[config.mk]
export PLATFORM = sky130hd
export DESIGN_NAME = block_padding_strip_check_core_flat
export DESIGN_NICKNAME = d
export VERILOG_FILES = /design/src/rtl/core/bpsc_pkg.sv /design/src/rtl/core/bpsc_if.sv /design/src/rtl/core/bpsc_ring_ram.sv /design/src/rtl/core/bpsc_apb_regs.sv /design/src/rtl/core/block_padding_strip_check_core.sv /design/src/flat_wrapper.sv
export SDC_FILE = /design/constraint.sdc
export NUM_CORES = 1
export LEC_CHECK = 0
export BUFFER_PORTS_ARGS = -buffer_cell sky130_fd_sc_hd__buf_2
export CAP_MARGIN = 0
export CELL_PAD_IN_SITES_DETAIL_PLACEMENT = 0
export CELL_PAD_IN_SITES_GLOBAL_PLACEMENT = 2
export CORE_UTILIZATION = 37
export DETAILED_ROUTE_END_ITERATION = 7
export GPL_ROUTABILITY_DRIVEN = 0
export HOLD_SLACK_MARGIN = 0.12
export PLACE_DENSITY = 0.78
export SETUP_SLACK_MARGIN = 0.05
export SYNTH_ARGS = -nofsm -noshare
export SYNTH_HDL_FRONTEND = slang
export SYNTH_SLANG_ARGS = --single-unit
[constraint.sdc]
create_clock -name clk -period 2.85 [get_ports clk]
set_input_delay 0.57 -clock clk [delete_from_list [all_inputs] [get_ports clk]]
set_output_delay 0.57 -clock clk [all_outputs]
set_load 0.03 [all_outputs]
[src/rtl/core/bpsc_pkg.sv]
// Shared widths, reset values and status codes for the padding strip checker.
`timescale 1ns / 1ps
package bpsc_pkg;
  localparam int DATA_W         = 8;
  localparam int BS_W           = 6;
  localparam int HOLD_DEPTH_DEF = 32;
  localparam int APB_DW         = 32;
  localparam int APB_AW         = 3;
  localparam logic [BS_W-1:0] BS_RESET = BS_W'(16);
  localparam logic [0:0] REG_BLK_LEN = 1'b0;

  typedef enum logic [1:0] {
    PAD_STRIPPED  = 2'd0,
    PAD_BAD       = 2'd1,
    PAD_UNCHANGED = 2'd2
  } pad_status_t;
endpackage

[src/rtl/core/bpsc_if.sv]
// Valid/ready stream interfaces for the byte input and the result output.
`timescale 1ns / 1ps
interface bpsc_in_if import bpsc_pkg::*; ();
  logic              valid;
  logic              ready;
  logic [DATA_W-1:0] data_byte;
  logic              last_byte;

  modport source (output valid, output data_byte, output last_byte, input ready);
  modport sink   (input valid, input data_byte, input last_byte, output ready);
endinterface

interface bpsc_out_if import bpsc_pkg::*; ();
  logic              valid;
  logic              ready;
  logic [DATA_W-1:0] out_byte;
  logic              data_valid;
  logic              out_last;
  logic [1:0]        pad_status;

  modport source (output valid, output out_byte, output data_valid, output out_last,
                  output pad_status, input ready);
  modport sink   (input valid, input out_byte, input data_valid, input out_last,
                  input pad_status, output ready);
endinterface

[src/rtl/core/bpsc_ring_ram.sv]
// Holdback ring store: one write port, one registered read port.
`timescale 1ns / 1ps
module bpsc_ring_ram import bpsc_pkg::*; #(
  parameter int DEPTH = HOLD_DEPTH_DEF,
  parameter int AW    = (DEPTH > 1) ? $clog2(DEPTH) : 1
) (
  input  logic              clk,
  input  logic              we,
  input  logic [AW-1:0]     waddr,
  input  logic [DATA_W-1:0] wdata,
  input  logic [AW-1:0]     raddr,
  output logic [DATA_W-1:0] rdata
);
  logic [DATA_W-1:0] mem [DEPTH];
  logic [DATA_W-1:0] rdata_r;

  always_ff @(posedge clk) begin
    if (we) begin
      mem[waddr] <= wdata;
    end
    rdata_r <= mem[raddr];
  end

  assign rdata = rdata_r;
endmodule

[src/rtl/core/bpsc_apb_regs.sv]
// APB configuration register bank holding the block size.
`timescale 1ns / 1ps
module bpsc_apb_regs import bpsc_pkg::*; (
  input  logic              clk,
  input  logic              rst_n,
  input  logic              psel,
  input  logic              penable,
  input  logic              pwrite,
  input  logic [APB_AW-1:0] paddr,
  input  logic [APB_DW-1:0] pwdata,
  output logic [APB_DW-1:0] prdata,
  output logic              pready,
  output logic [BS_W-1:0]   blk_len
);
  logic [BS_W-1:0] blk_len_r;
  logic [BS_W-1:0] blk_len_nxt;
  logic            hit;

  assign hit    = paddr[APB_AW-1] == REG_BLK_LEN;
  assign pready = 1'b1;

  always_comb begin
    blk_len_nxt = blk_len_r;
    if (psel && penable && pwrite && hit) begin
      blk_len_nxt = pwdata[BS_W-1:0];
    end
  end

  always_ff @(posedge clk) begin
    if (!rst_n) begin
      blk_len_r <= BS_RESET;
    end else begin
      blk_len_r <= blk_len_nxt;
    end
  end

  assign prdata  = hit ? APB_DW'(blk_len_r) : '0;
  assign blk_len = blk_len_r;
endmodule

[src/rtl/core/block_padding_strip_check_core.sv]
// Top level: PKCS#7 pad strip and check over a byte stream with a holdback ring.
`timescale 1ns / 1ps
// Bytes enter one per beat and are written into a ring of HOLD_DEPTH entries; once the
// ring holds the effective block size, the oldest byte leaves through S_RD, S_LOAD and
// S_DEC via the one registered read port of the ring. An ordinary byte passes S_IDLE
// and S_DEC, then those three per byte it releases. The final byte passes S_IDLE and
// S_DEC, then S_CRD and S_CCMP per pad byte compared (one read and one compare per
// step, stopping at the first mismatch), then S_RD and S_LOAD per flushed byte, or
// S_STAT for a status-only beat when the whole message was pad. Result beats also
// wait while out_ch.ready stalls the output register; in_ch.ready is low throughout.
// pad_status on the last beat: stripped, bad padding, or unchanged.
module block_padding_strip_check_core import bpsc_pkg::*; #(
  parameter int HOLD_DEPTH = HOLD_DEPTH_DEF
) (
  input  logic              clk,
  input  logic              rst_n,
  bpsc_in_if.sink           in_ch,
  bpsc_out_if.source        out_ch,
  input  logic              psel,
  input  logic              penable,
  input  logic              pwrite,
  input  logic [APB_AW-1:0] paddr,
  input  logic [APB_DW-1:0] pwdata,
  output logic [APB_DW-1:0] prdata,
  output logic              pready
);
  localparam int AW   = (HOLD_DEPTH > 1) ? $clog2(HOLD_DEPTH) : 1;
  localparam int CW   = $clog2(HOLD_DEPTH + 1);
  localparam int SW   = CW + 1;
  localparam int CMPW = (CW > DATA_W) ? CW : DATA_W;

  typedef enum logic [6:0] {
    S_IDLE = 7'b0000001,
    S_DEC  = 7'b0000010,
    S_RD   = 7'b0000100,
    S_LOAD = 7'b0001000,
    S_CRD  = 7'b0010000,
    S_CCMP = 7'b0100000,
    S_STAT = 7'b1000000
  } state_t;

  state_t            state_r, state_nxt;
  logic [CW-1:0]     cnt_r, cnt_nxt;
  logic [AW-1:0]     head_r, head_nxt;
  logic [AW-1:0]     wpos_r, wpos_nxt;
  logic [AW-1:0]     p_r, p_nxt;
  logic [CW-1:0]     keep_r, keep_nxt;
  logic [CW-1:0]     i_r, i_nxt;
  logic [DATA_W-1:0] b_r, b_nxt;
  logic              last_r, last_nxt;
  logic              flush_r, flush_nxt;
  pad_status_t       status_r, status_nxt;
  logic              ov_r, ov_nxt;
  logic [DATA_W-1:0] ob_r, ob_nxt;
  logic              odv_r, odv_nxt;
  logic              olast_r, olast_nxt;
  pad_status_t       ost_r, ost_nxt;

  logic [BS_W-1:0]   blk_len;
  logic [CW-1:0]     eff, limit;
  logic [SW-1:0]     wsum;
  logic [AW-1:0]     wpos, hinc, pdec, raddr;
  logic [DATA_W-1:0] rdata;
  logic              accept, out_free, fin;

  bpsc_apb_regs u_regs (
    .clk     (clk),
    .rst_n   (rst_n),
    .psel    (psel),
    .penable (penable),
    .pwrite  (pwrite),
    .paddr   (paddr),
    .pwdata  (pwdata),
    .prdata  (prdata),
    .pready  (pready),
    .blk_len (blk_len)
  );

  bpsc_ring_ram #(.DEPTH(HOLD_DEPTH), .AW(AW)) u_ram (
    .clk   (clk),
    .we    (accept),
    .waddr (wpos),
    .wdata (in_ch.data_byte),
    .raddr (raddr),
    .rdata (rdata)
  );

  always_comb begin
    if (blk_len == '0) begin
      eff   = CW'(1);
      limit = '0;
    end else if (int'(blk_len) > HOLD_DEPTH) begin
      eff   = CW'(HOLD_DEPTH);
      limit = CW'(HOLD_DEPTH);
    end else begin
      eff   = CW'(blk_len);
      limit = CW'(blk_len);
    end
  end

  assign wsum = SW'(head_r) + SW'(cnt_r);
  assign wpos = (wsum >= SW'(HOLD_DEPTH)) ? AW'(wsum - SW'(HOLD_DEPTH)) : AW'(wsum);
  assign hinc = (head_r == AW'(HOLD_DEPTH - 1)) ? '0 : head_r + AW'(1);
  assign pdec = (p_r == '0) ? AW'(HOLD_DEPTH - 1) : p_r - AW'(1);
  assign raddr = (state_r == S_CRD) ? p_r : head_r;

  assign in_ch.ready = state_r == S_IDLE;
  assign accept      = in_ch.valid && (state_r == S_IDLE);
  assign out_free    = !ov_r || out_ch.ready;
  assign fin         = flush_r && (keep_r == CW'(1));

  always_comb begin
    state_nxt  = state_r;
    cnt_nxt    = cnt_r;
    head_nxt   = head_r;
    wpos_nxt   = wpos_r;
    p_nxt      = p_r;
    keep_nxt   = keep_r;
    i_nxt      = i_r;
    b_nxt      = b_r;
    last_nxt   = last_r;
    flush_nxt  = flush_r;
    status_nxt = status_r;
    ov_nxt     = ov_r && !out_ch.ready;
    ob_nxt     = ob_r;
    odv_nxt    = odv_r;
    olast_nxt  = olast_r;
    ost_nxt    = ost_r;

    case (state_r)
      S_IDLE: begin
        if (in_ch.valid) begin
          cnt_nxt   = cnt_r + CW'(1);
          wpos_nxt  = wpos;
          b_nxt     = in_ch.data_byte;
          last_nxt  = in_ch.last_byte;
          state_nxt = S_DEC;
        end
      end
      S_DEC: begin
        if (!last_r) begin
          flush_nxt = 1'b0;
          state_nxt = (cnt_r >= eff) ? S_RD : S_IDLE;
        end else begin
          flush_nxt = 1'b1;
          if (b_r != '0 && CMPW'(b_r) <= CMPW'(limit)) begin
            if (CMPW'(b_r) > CMPW'(cnt_r)) begin
              status_nxt = PAD_BAD;
              keep_nxt   = cnt_r;
              state_nxt  = S_RD;
            end else begin
              status_nxt = PAD_STRIPPED;
              p_nxt      = wpos_r;
              i_nxt      = CW'(b_r);
              state_nxt  = S_CRD;
            end
          end else begin
            status_nxt = PAD_UNCHANGED;
            keep_nxt   = cnt_r;
            state_nxt  = S_RD;
          end
        end
      end
      S_RD: begin
        state_nxt = S_LOAD;
      end
      S_LOAD: begin
        if (out_free) begin
          ov_nxt    = 1'b1;
          ob_nxt    = rdata;
          odv_nxt   = 1'b1;
          olast_nxt = fin;
          ost_nxt   = fin ? status_r : PAD_STRIPPED;
          head_nxt  = hinc;
          if (!flush_r) begin
            cnt_nxt   = cnt_r - CW'(1);
            state_nxt = S_DEC;
          end else if (fin) begin
            cnt_nxt   = '0;
            head_nxt  = '0;
            state_nxt = S_IDLE;
          end else begin
            keep_nxt  = keep_r - CW'(1);
            state_nxt = S_RD;
          end
        end
      end
      S_CRD: begin
        state_nxt = S_CCMP;
      end
      S_CCMP: begin
        if (rdata != b_r) begin
          status_nxt = PAD_BAD;
          keep_nxt   = cnt_r;
          state_nxt  = S_RD;
        end else if (i_r == CW'(1)) begin
          keep_nxt  = cnt_r - CW'(b_r);
          state_nxt = (cnt_r == CW'(b_r)) ? S_STAT : S_RD;
        end else begin
          i_nxt     = i_r - CW'(1);
          p_nxt     = pdec;
          state_nxt = S_CRD;
        end
      end
      S_STAT: begin
        if (out_free) begin
          ov_nxt    = 1'b1;
          ob_nxt    = '0;
          odv_nxt   = 1'b0;
          olast_nxt = 1'b1;
          ost_nxt   = status_r;
          cnt_nxt   = '0;
          head_nxt  = '0;
          state_nxt = S_IDLE;
        end
      end
      default: begin
        state_nxt = S_IDLE;
      end
    endcase
  end

  always_ff @(posedge clk) begin
    if (!rst_n) begin
      state_r <= S_IDLE;
      cnt_r   <= '0;
      head_r  <= '0;
      ov_r    <= 1'b0;
      last_r  <= 1'b0;
      flush_r <= 1'b0;
    end else begin
      state_r <= state_nxt;
      cnt_r   <= cnt_nxt;
      head_r  <= head_nxt;
      ov_r    <= ov_nxt;
      last_r  <= last_nxt;
      flush_r <= flush_nxt;
    end
  end

  always_ff @(posedge clk) begin
    wpos_r   <= wpos_nxt;
    p_r      <= p_nxt;
    keep_r   <= keep_nxt;
    i_r      <= i_nxt;
    b_r      <= b_nxt;
    status_r <= status_nxt;
    ob_r     <= ob_nxt;
    odv_r    <= odv_nxt;
    olast_r  <= olast_nxt;
    ost_r    <= ost_nxt;
  end

  assign out_ch.valid      = ov_r;
  assign out_ch.out_byte   = ob_r;
  assign out_ch.data_valid = odv_r;
  assign out_ch.out_last   = olast_r;
  assign out_ch.pad_status = ost_r;
endmodule

[src/flat_wrapper.sv]
// flat-port wrapper written by rule: the top's interface ports become plain ports
module block_padding_strip_check_core_flat import bpsc_pkg::*;
#(
  parameter int HOLD_DEPTH = HOLD_DEPTH_DEF
)
  (clk, rst_n, psel, penable, pwrite, paddr, pwdata, prdata, pready, in_ch_valid, in_ch_data_byte, in_ch_last_byte, in_ch_ready, out_ch_valid, out_ch_out_byte, out_ch_data_valid, out_ch_out_last, out_ch_pad_status, out_ch_ready);
  bpsc_in_if in_ch_i ();
  bpsc_out_if out_ch_i ();
  input  logic clk;
  input  logic rst_n;
  input  logic psel;
  input  logic penable;
  input  logic pwrite;
  input  logic [APB_AW-1:0] paddr;
  input  logic [APB_DW-1:0] pwdata;
  output logic [APB_DW-1:0] prdata;
  output logic pready;
  input wire logic [$bits(in_ch_i.valid)-1:0] in_ch_valid;
  input wire logic [$bits(in_ch_i.data_byte)-1:0] in_ch_data_byte;
  input wire logic [$bits(in_ch_i.last_byte)-1:0] in_ch_last_byte;
  output wire logic [$bits(in_ch_i.ready)-1:0] in_ch_ready;
  output wire logic [$bits(out_ch_i.valid)-1:0] out_ch_valid;
  output wire logic [$bits(out_ch_i.out_byte)-1:0] out_ch_out_byte;
  output wire logic [$bits(out_ch_i.data_valid)-1:0] out_ch_data_valid;
  output wire logic [$bits(out_ch_i.out_last)-1:0] out_ch_out_last;
  output wire logic [$bits(out_ch_i.pad_status)-1:0] out_ch_pad_status;
  input wire logic [$bits(out_ch_i.ready)-1:0] out_ch_ready;
  assign in_ch_i.valid = in_ch_valid;
  assign in_ch_i.data_byte = in_ch_data_byte;
  assign in_ch_i.last_byte = in_ch_last_byte;
  assign in_ch_ready = in_ch_i.ready;
  assign out_ch_valid = out_ch_i.valid;
  assign out_ch_out_byte = out_ch_i.out_byte;
  assign out_ch_data_valid = out_ch_i.data_valid;
  assign out_ch_out_last = out_ch_i.out_last;
  assign out_ch_pad_status = out_ch_i.pad_status;
  assign out_ch_i.ready = out_ch_ready;
  block_padding_strip_check_core #(.HOLD_DEPTH(HOLD_DEPTH)) u_core (.clk(clk), .rst_n(rst_n), .in_ch(in_ch_i), .out_ch(out_ch_i), .psel(psel), .penable(penable), .pwrite(pwrite), .paddr(paddr), .pwdata(pwdata), .prdata(prdata), .pready(pready));
endmodule
---- Word level (Yosys, flattened, before mapping) ----
Memories as Yosys holds them, arrays and structs flattened. A register that Yosys moved wholly into a read port is not among the register bits.
Cells that the tools add are included.
operators by class
  bitwise logic cells ..................... 1
  equal/unequal tests ..................... 26
  add/subtract/negate cells ............... 9
  reductions and logical operators ........ 25
  mux-type cells .......................... 75
  order comparisons ....................... 5
operator list
  operator             number
  $mux 6               22
  $mux 5               15
  $mux 7               8
  $pmux 7 s7           1
  $pmux 6 s3           2
  $pmux 5 s2           2
  $sub 6x1->6 const B  3
  $mux 8               2
  $pmux 8 s2           1
  $eq 6x1->1 const B   2
  $mux 2               6
  $ne 2x1->1 const B   6
  $pmux 6 s2           1
  $ne 2x2->1 const B   5
  $sub 5x1->5 const B  2
  $mux 1               9
  $reduce_and 3->1     3
  $gt 8x6->1           1
  $le 8x6->1           1
  $ne 8x8->1           1
  $pmux 2 s2           2
  $reduce_bool 8->1    1
  $add 5x6->7          1
  $eq 7x1->1 const B   1
  31 further kinds     43
word-level totals
  output and inout port bits .............. 47
  input bits .............................. 51
  memories ................................ 1
  RAM bits ................................ 256
  word-level logic and storage cells ...... 159
  register bits ........................... 71
memory list
  memory            depth  width  rd ports  clocked after memory_dff  write ports  RTL line             RTL
  u_core.u_ram.mem  32     8      1         1                         1            bpsc_ring_ram.sv:14  logic [DATA_W-1:0] mem [DEPTH];

---- Logic depth before layout (Yosys ltp) ----
Gate-level depths: netlist of the first run.
  depth after elaboration ................. 8
  mapped depth ............................ 11
  mapped depth without buffers ............ 11

---- Modules after synthesis ----
A second synthesis of the first run with hierarchy kept.
second synthesis, totals
  cells, all modules ...................... 909
  area, all modules ....................... 14706.6 sq um
modules (own cells, without submodules)
  module                          area an instance (sq um)  instances  cells an instance
  bpsc_ring_ram                   10053.4                   1          417
  block_padding_strip_check_core  4135.2                    1          430
  bpsc_apb_regs                   518.0                     1          62

---- Least setup slack after synthesis of the first run ----
Ideal clock, no wire load.
  path type ............................... reg2reg
  start ................................... register u_core.state_r[6]
  end ..................................... memory u_core.u_ram.mem[10][0], enable pin
  stages on the path, launching flop included .. 9
  data arrival time ....................... 2390 ps
  setup slack ............................. 90 ps
  cells stage by stage .................... dfxtp_1 buf_2 nor4_1 nand3_1 inv_1 nand2_1 inv_1 nand3b_1 nor2_1
on the way
  longest elaborated chain between the ends .. 4
RTL lines
  element                       RTL line                               RTL
  start, declared               block_padding_strip_check_core.sv:42   state_t state_r, state_nxt;
  start signal, assigned        block_padding_strip_check_core.sv:232  state_r <= state_nxt;
  $eq 7x1->1                    --
  via in_ch_ready               flat_wrapper.sv:21                     output wire logic [$bits(in_ch_i.ready)-1:0] in_ch_ready;
  $logic_and 1x1->1             block_padding_strip_check_core.sv:108  assign accept = in_ch.valid && (state_r == S_IDLE);
  via u_core.accept             block_padding_strip_check_core.sv:64   logic accept, out_free, fin;
  $mux 1                        bpsc_ring_ram.sv:18                    if (we) begin
  $mux 1 (not written as such)  bpsc_ring_ram.sv:19                    mem[waddr] <= wdata;
  end, declared                 bpsc_ring_ram.sv:14
The timed path passes the listed nets, and every way through them passes these cells.

---- Worst setup path in the final report of the first run ----
  start ................................... register u_core.state_r[6]
  end ..................................... register u_core.u_ram.rdata_r[7], in the netlist u_core.u_ram.rdata[7], read port of u_core.u_ram.mem
on the way
  longest elaborated chain between the ends .. 2
RTL lines
  element        RTL line                               RTL
  $eq 7x5->1     block_padding_strip_check_core.sv:105  assign raddr = (state_r == S_CRD) ? p_r : head_r;
  $mux 5         block_padding_strip_check_core.sv:105
  end, declared  bpsc_ring_ram.sv:15                    logic [DATA_W-1:0] rdata_r;
No other way between the ends.
A chain may end at the register's enable or synchronous reset.

==> results.py, run 1 <==
metrics = {
    "status": {
        "status": "complete, no violations",
    },
    "worst_setup_path": {
        "crit_arrival_ns": 3.26,
        "worstSetupPathType": "flip-flop to flip-flop",
        "critPathMaxFanout": 13,
        "worstSetupStartpointType": "flip-flop",
        "worstSetupEndpointType": "flip-flop",
        "worstPathRequired_ns": 3.34,
    },
    "place": {
        "place_inst": 1920,
        "dp_hpwl_um": 26200,
        "io_buffers": 42,
    },
    "clocking": {
        "cts_hold_buf": 0,
        "cts.sinks": 335,
        "cts_root_buf": "clkbuf_16",
        "cts_made_buffers": 37,
        "cts_tree": "yes",
        "cts_max_level": 2,
        "cts_buffer_depth": 3,
        "clk_pin_slew_worst_paths_ns": 0.06,
        "clk_latency_ns": 0.55,
    },
    "drt": {
        "dr_wl_met2_um": 18000,
        "ant_nets": 0,
        "finalWirelength_um": 38800,
        "detail_route.vias_per_cell": 5.12,
        "wl_met1_um": 18200,
        "wl_met3_um": 1880,
        "drtIter0Drc": 718,
        "wl_per_cell_um": 19.5,
        "num_vias": 10206,
        "drc": 0,
        "dr.pass1.iters": 5,
        "routed.top_layer": "met4",
    },
    "timing": {
        "worstMarginPinSlew_ns": 0.865,
        "period_share_pct": 96.9,
        "max-slew-margin-rel_pct": 42.1,
        "setup_tns_ns": 0,
        "rsz0062_at_grt": "true",
        "final-hold-violation-count": 0,
        "post-route-min-period_ns": 2.76,
        "clock_skew_ns": 0.0146,
        "fmax_mhz": 362,
        "maxSlewViolCount": 0,
        "setup_viol": 0,
    },
    "yosys": {
        "syn_area_per_cell_um2": 11.6,
        "ys_warn_count": 0,
        "synth_most_common_cell": "nand2_1",
        "yosys-top-cells-count": "nand2_1, edfxtp_1, nand3_1",
        "synth_edf_count": 300,
        "ys_ff_latch": 335,
        "synth.cell_area_mm2": 0.0148,
        "synth_cells": 1276,
        "synth_cell_type_count": 56,
        "netlist_top_cells_area": "edfxtp_1, nand2_1, nand3_1",
        "synth_top_area_cell": "edfxtp_1",
        "dominantRegCellSynth": "edfxtp_1",
        "ys_seq_area_share_pct": 65.5,
        "synthArstFlopShare_pct": 0,
        "synth_top_cell_area_share_pct": 60.7,
    },
    "floorplan": {
        "io_pins": 98,
        "die_area_mm2": 0.0409,
        "core_mm2": 0.0391,
        "start_util_pct": 37.9,
        "die_h_um": 202,
        "fp.dieW_um": 202,
        "num_rows": 72,
    },
    "global_route": {
        "grt_pass1_wl_um": 59000,
        "grtUsageTotal_pct": 19.2,
        "antenna_found_initial": 2,
        "grt_pass1_vias": 9904,
        "overflow": 0,
        "grt_max_degree": 35,
    },
    "finish": {
        "nets": 1541,
        "antenna_cells": 0,
        "drive_gt1_share_pct": 17.8,
        "area_growth_pct": 20.8,
        "final_util_pct": 45.8,
        "nFillCells": 3597,
        "fin_cells": 1994,
        "regArea_mm2": 0.00971,
        "multi_input_area_mm2": 0.00482,
    },
    "job": {
        "maxCapViolCount": 0,
    },
    "pwr": {
        "ir_worst_vdd_mv": 0.450,
        "p_leak_nw": 6.53,
        "powerDensity_mw_per_mm2": 573,
    },
    "hold_path": {
        "hold_class": "primary input to flip-flop",
    },
}
## state kept, by name (all words and copies together) (netlist names), 2 cells and up
register	cells
u_core.u_ram.mem	256
u_core.b_r	8
u_core.out_ch.out_byte	8
u_core.u_ram.rdata	8
u_core.state_r	7
u_core.cnt_r	6
u_core.i_r	6
u_core.keep_r	6
u_core.u_regs.blk_len	6
u_core.head_r	5
u_core.p_r	5
u_core.wpos_r	5
u_core.out_ch.pad_status	2
u_core.status_r	2
## layout make-up
class,instances,area share [%]
Sequential cell,335,54.2
Clock inverter,19,0.524
Multi-Input combinational cell,859,26.9
Tap cell,518,3.62
Inverter,30,0.629
Clock buffer,44,5.31
Timing Repair Buffer,189,8.83
## repair_timing
action,CTS,global route
buffers inserted,0,10
endpoints found under the setup margin,8,37
pin swaps,2,1
gates resized for setup,5,13
gates cloned,0,1
## path summary, 6_finish.rpt
check | endpoint | startpoint | depth (start not counted) | slack [ns]
worst max-delay path | u_core.u_ram.rdata[7]$_DFF_P_ | u_core.state_r[6]$_SDFFE_PN0P_ | 12 | 0.09
worst min-delay path | u_core.u_regs.blk_len[4]$_SDFFE_PN1P_ | pwdata[4] | 3 | 0.24
worst max register to register | u_core.u_ram.rdata[7]$_DFF_P_ | u_core.state_r[6]$_SDFFE_PN0P_ | 12 | 0.09
worst min register to register | u_core.p_r[2]$_DFFE_PP_ | u_core.wpos_r[2]$_DFFE_PP_ | 2 | 0.53
## metal layers
metal / up-vias / GRT usage (%)
met2: 252 / 30.7
met1: 4969 / 26.8
met4: 0 / 5.08
li1: 4932 / -
met3: 53 / 3.47
met5: - / 0
## kinds of logic (layout without fill, tap and decap cells)
logic type                 after synthesis  in the layout  share of synthesized area [%]
other                                    2             27                         0.0506
and+or+nand+nor                        627            627                           18.9
AOI/OAI and AO/OA                      130            130                           6.23
muxes                                   10             10                          0.692
xor gates and xnor gates                27             27                           1.59
adders and majority gates               38             38                           3.31
DFF                                    335            335                           65.5
buffers and inverters                  107            282                           3.75
## report_power, final
group / switching [W] / total (W) / leakage (nW) / internal (W)
clock: 0.00189 / 0.00427 / 0.515 / 0.00238
sequential: 0.0000454 / 0.00546 / 2.99 / 0.00541
combinational: 0.000361 / 0.000535 / 3.02 / 0.000173
## worst max-delay path, cell delays in order, from the launching register on
cell      delay, ns
dfxtp_1        0.31
or4_4          0.55
or3_4          0.40
buf_4          0.18
nand3b_1       0.12
o31ai_4        0.10
buf_12         0.17
buf_4          0.13
nand3_1        0.09
a41oi_1        0.12
buf_4          0.17
nor4_2         0.20
buf_4          0.15
## metrics by stage
stage,instance area [µm²],power (W),worst slack (ns),hold WS (ns)
2_1_floorplan,14900,0.00587,0.0898,0.470
3_3_place_gp,16600,0.00609,-0.111,0.508
4_1_cts,17700,0.0104,0.0556,0.206
6_report,17900,0.0103,0.0878,0.240
5_1_grt,17900,0.0106,-0.0335,0.229
3_5_place_dp,16600,0.00610,-0.122,0.519
## cell usage in the layout, fill, tap and decap left out, drive strengths merged, types with 3 or more instances in the layout
cell / netlist / layout
nand2: 305 / 305
edfxtp: 300 / 300
buf: 49 / 188
nand3: 151 / 151
nor2: 78 / 78
clkbuf: 28 / 45
ha: 36 / 36
dfxtp: 35 / 35
a41oi: 33 / 33
inv: 29 / 31
o21ai: 27 / 27
conb: 2 / 27
a21oi: 19 / 19
clkinv: 1 / 17
xnor2: 16 / 16
nor3: 15 / 15
and2: 14 / 14
xor2: 11 / 11
a31oi: 11 / 11
nor4: 11 / 11
nor2b: 10 / 10
nand4: 8 / 8
mux2i: 8 / 8
nand3b: 7 / 7
a21o: 6 / 6
a22oi: 6 / 6
or3: 6 / 6
nand2b: 5 / 5
and3: 5 / 5
o31ai: 5 / 5
nand4b: 4 / 4
o21a: 4 / 4
a211oi: 4 / 4
o221ai: 3 / 3
nor3b: 3 / 3
(Power assumes the default switching activity.)
==> run 2: changes to the inputs <==
- CORE_ASPECT_RATIO: not set -> 2
==> results.py, run 2 (synthesis results as in run 1) <==
metrics = {
    "worst_setup_path": {
        "max_stage_delay_ns": 0.55,
        "worstSetupEndpointType": "flip-flop",
        "cp_slowest_cell": "or4_4",
        "cp_cell_sequence": "or4_4 > or3_4 > or3_1 > o31ai_4 > buf_12 > nand3_1 > a41oi_1 > nor4_2",
        "r2r_cells": 8,
        "worstSetupStartpointType": "flip-flop",
        "rr_endpoint": "u_core.u_ram.rdata[0]$_DFF_P_",
        "r2r-start": "u_core.state_r[6]$_SDFFE_PN0P_",
        "worstPathRequired_ns": 3.32,
        "r2r_slack_ns": 0.13,
        "worstSetupPathType": "flip-flop to flip-flop",
        "critPathMaxFanout": 9,
        "crit_arrival_ns": 3.19,
    },
    "hold_path": {
        "hold_class": "primary input to flip-flop",
        "hold_start": "pwdata[5]",
        "whs_endpoint": "u_core.u_regs.blk_len[5]$_SDFFE_PN0P_",
        "hold_depth": 3,
    },
    "global_route": {
        "antenna_found_initial": 1,
        "overflow": 0,
        "grtUsageTotal_pct": 22.1,
        "grt_pass1_wl_um": 65000,
        "grt_max_degree": 49,
        "grt_pass1_vias": 10703,
    },
    "floorplan": {
        "fp.dieW_um": 144,
        "start_util_pct": 37.6,
        "core_mm2": 0.0394,
        "io_pins": 98,
        "die_h_um": 285,
        "die_area_mm2": 0.0409,
        "num_rows": 103,
    },
    "pwr": {
        "fin_total_pwr_w": 0.00998,
        "clock_power_share_pct": 39.5,
        "ir_worst_vdd_mv": 0.446,
        "powerDensity_mw_per_mm2": 561,
        "p_sw_w": 0.00228,
        "p_comb_share_pct": 5.8,
        "p_int_w": 0.00770,
        "p_leak_nw": 6.46,
        "p_seq_share_pct": 54.7,
        "swShare_pct": 22.8,
    },
    "timing": {
        "whs_ns": 0.225,
        "worstMarginPinSlew_ns": 0.831,
        "setup_slack_ns": 0.125,
        "rsz0062_at_grt": "true",
        "post-route-min-period_ns": 2.72,
        "maxSlewViolCount": 0,
        "setup_viol": 0,
        "final-hold-violation-count": 0,
        "fmax_mhz": 367,
        "clock_skew_ns": 0.0212,
        "max-slew-margin-rel_pct": 44.6,
        "period_share_pct": 95.6,
    },
    "finish": {
        "largest_reg_flops": 256,
        "final_common_cell": "nand2_1",
        "final_cell_mix": "nand2_1, edfxtp_1, nand3_1, buf_4, nor2_1",
        "area_growth_pct": 19.9,
        "drive_gt1_share_pct": 18.1,
        "top_register": "u_core.u_ram.mem",
        "antenna_cells": 0,
        "nets": 1527,
        "nFillCells": 3716,
    },
    "drt": {
        "wl_per_cell_um": 22.0,
        "drtIter0Drc": 523,
        "dr.pass1.iters": 7,
        "finalWirelength_um": 43700,
        "ant_nets": 0,
        "drc": 0,
        "detail_route.vias_per_cell": 5.17,
        "num_vias": 10278,
    },
    "clocking": {
        "cts_max_level": 1,
        "cts_tree": "yes",
        "cts_root_buf": "clkbuf_16",
        "cts_hold_buf": 0,
        "cts.sinks": 335,
        "clk_latency_ns": 0.59,
        "cts_buffer_depth": 3,
        "cts_made_buffers": 31,
        "clk_pin_slew_worst_paths_ns": 0.07,
    },
    "place": {
        "place_worst_setup_slack_ns": -0.0554,
        "io_buffers": 42,
        "dp_hpwl_um": 31700,
    },
    "status": {
        "status": "complete, no violations",
    },
    "job": {
        "maxCapViolCount": 0,
    },
}
[run 2: cell count changes in the layout (fill, tap and decap cells not counted), moves of 2 or more]
cell	delta
nor4_2	+4
nor4_1	-4
a41oi_1	-2
bufbuf_16	+2
buf_12	-5
clkinvlp_4	+3
clkinv_1	-4
clkinv_4	+2
clkbuf_16	-7
buf_4	-4
nor2_1	-4
a41oi_2	+2
nor2_2	+4
[run 2: layout make-up]
cell class | instances | area, µm² | area share (%)
clock buffer | 39 | 806 | 4.53
clock inverter | 19 | 135 | 0.760
inverter | 30 | 113 | 0.633
multi-input combinational | 859 | 4870 | 27.4
sequential | 335 | 9710 | 54.6
tap | 525 | 657 | 3.69
timing repair buffer | 181 | 1490 | 8.39
[run 2: worst max-delay path: cells and delay by family, from the launching register on]
family,cells,cell delay [ns]
buffers and inverters,1,0.20
AOI/OAI and AO/OA,2,0.52
DFF,1,0.31
and+or+nand+nor,5,1.57
[run 2: layer usage]
metal	wire (µm)	GRT usage, %	up-vias
met2	25200	44.1	267
li1	-	-	4886
met4	3230	14.6	2
met5	11	0	-
met3	1410	2.35	117
met1	13800	20.1	5006
[run 2: power by group through the flow]
stage                     Combinational, W  Sequential (W)  Clock, W
after floorplan                   0.000324         0.00555         0
after global placement            0.000557         0.00556         0
after detailed placement          0.000568         0.00556         0
after CTS                         0.000571         0.00546   0.00403
after global routing              0.000627         0.00546   0.00420
final                             0.000576         0.00546   0.00395
[run 2: repair_timing]
item,in CTS,in global routing
cloned,2,0
setup endpoints to repair,23,60
pin swaps,0,2
setup buffers,3,0
resized for setup,12,18
[run 2: worst max path at each step]
stage / to / slack, ns / from / cells after the start
2_1_floorplan: u_core.u_ram.mem[10][0]$_DFFE_PP_ / 0.09 / u_core.state_r[6]$_SDFFE_PN0P_ / 8
3_3_place_gp: u_core.u_ram.rdata[3]$_DFF_P_ / -0.06 / u_core.state_r[6]$_SDFFE_PN0P_ / 8
3_5_place_dp: u_core.u_ram.rdata[5]$_DFF_P_ / -0.06 / u_core.state_r[6]$_SDFFE_PN0P_ / 7
4_1_cts: u_core.u_ram.mem[22][4]$_DFFE_PP_ / 0.04 / u_core.state_r[6]$_SDFFE_PN0P_ / 8
5_1_grt: u_core.u_ram.rdata[0]$_DFF_P_ / 0.03 / u_core.state_r[6]$_SDFFE_PN0P_ / 11
6_report: u_core.u_ram.rdata[0]$_DFF_P_ / 0.13 / u_core.state_r[6]$_SDFFE_PN0P_ / 8
[run 2: per-stage QoR]
step | TNS [ns] | utilization (%) | instance area, µm² | instances
2_1_floorplan | 0 | - | 14900 | 1301
3_3_place_gp | -0.197 | 42.0 | 16600 | 1925
3_5_place_dp | -0.182 | 42.0 | 16600 | 1925
4_1_cts | 0 | 44.8 | 17700 | 1988
5_1_grt | 0 | 45.1 | 17800 | 1988
6_report | 0 | 45.1 | 17800 | 1988
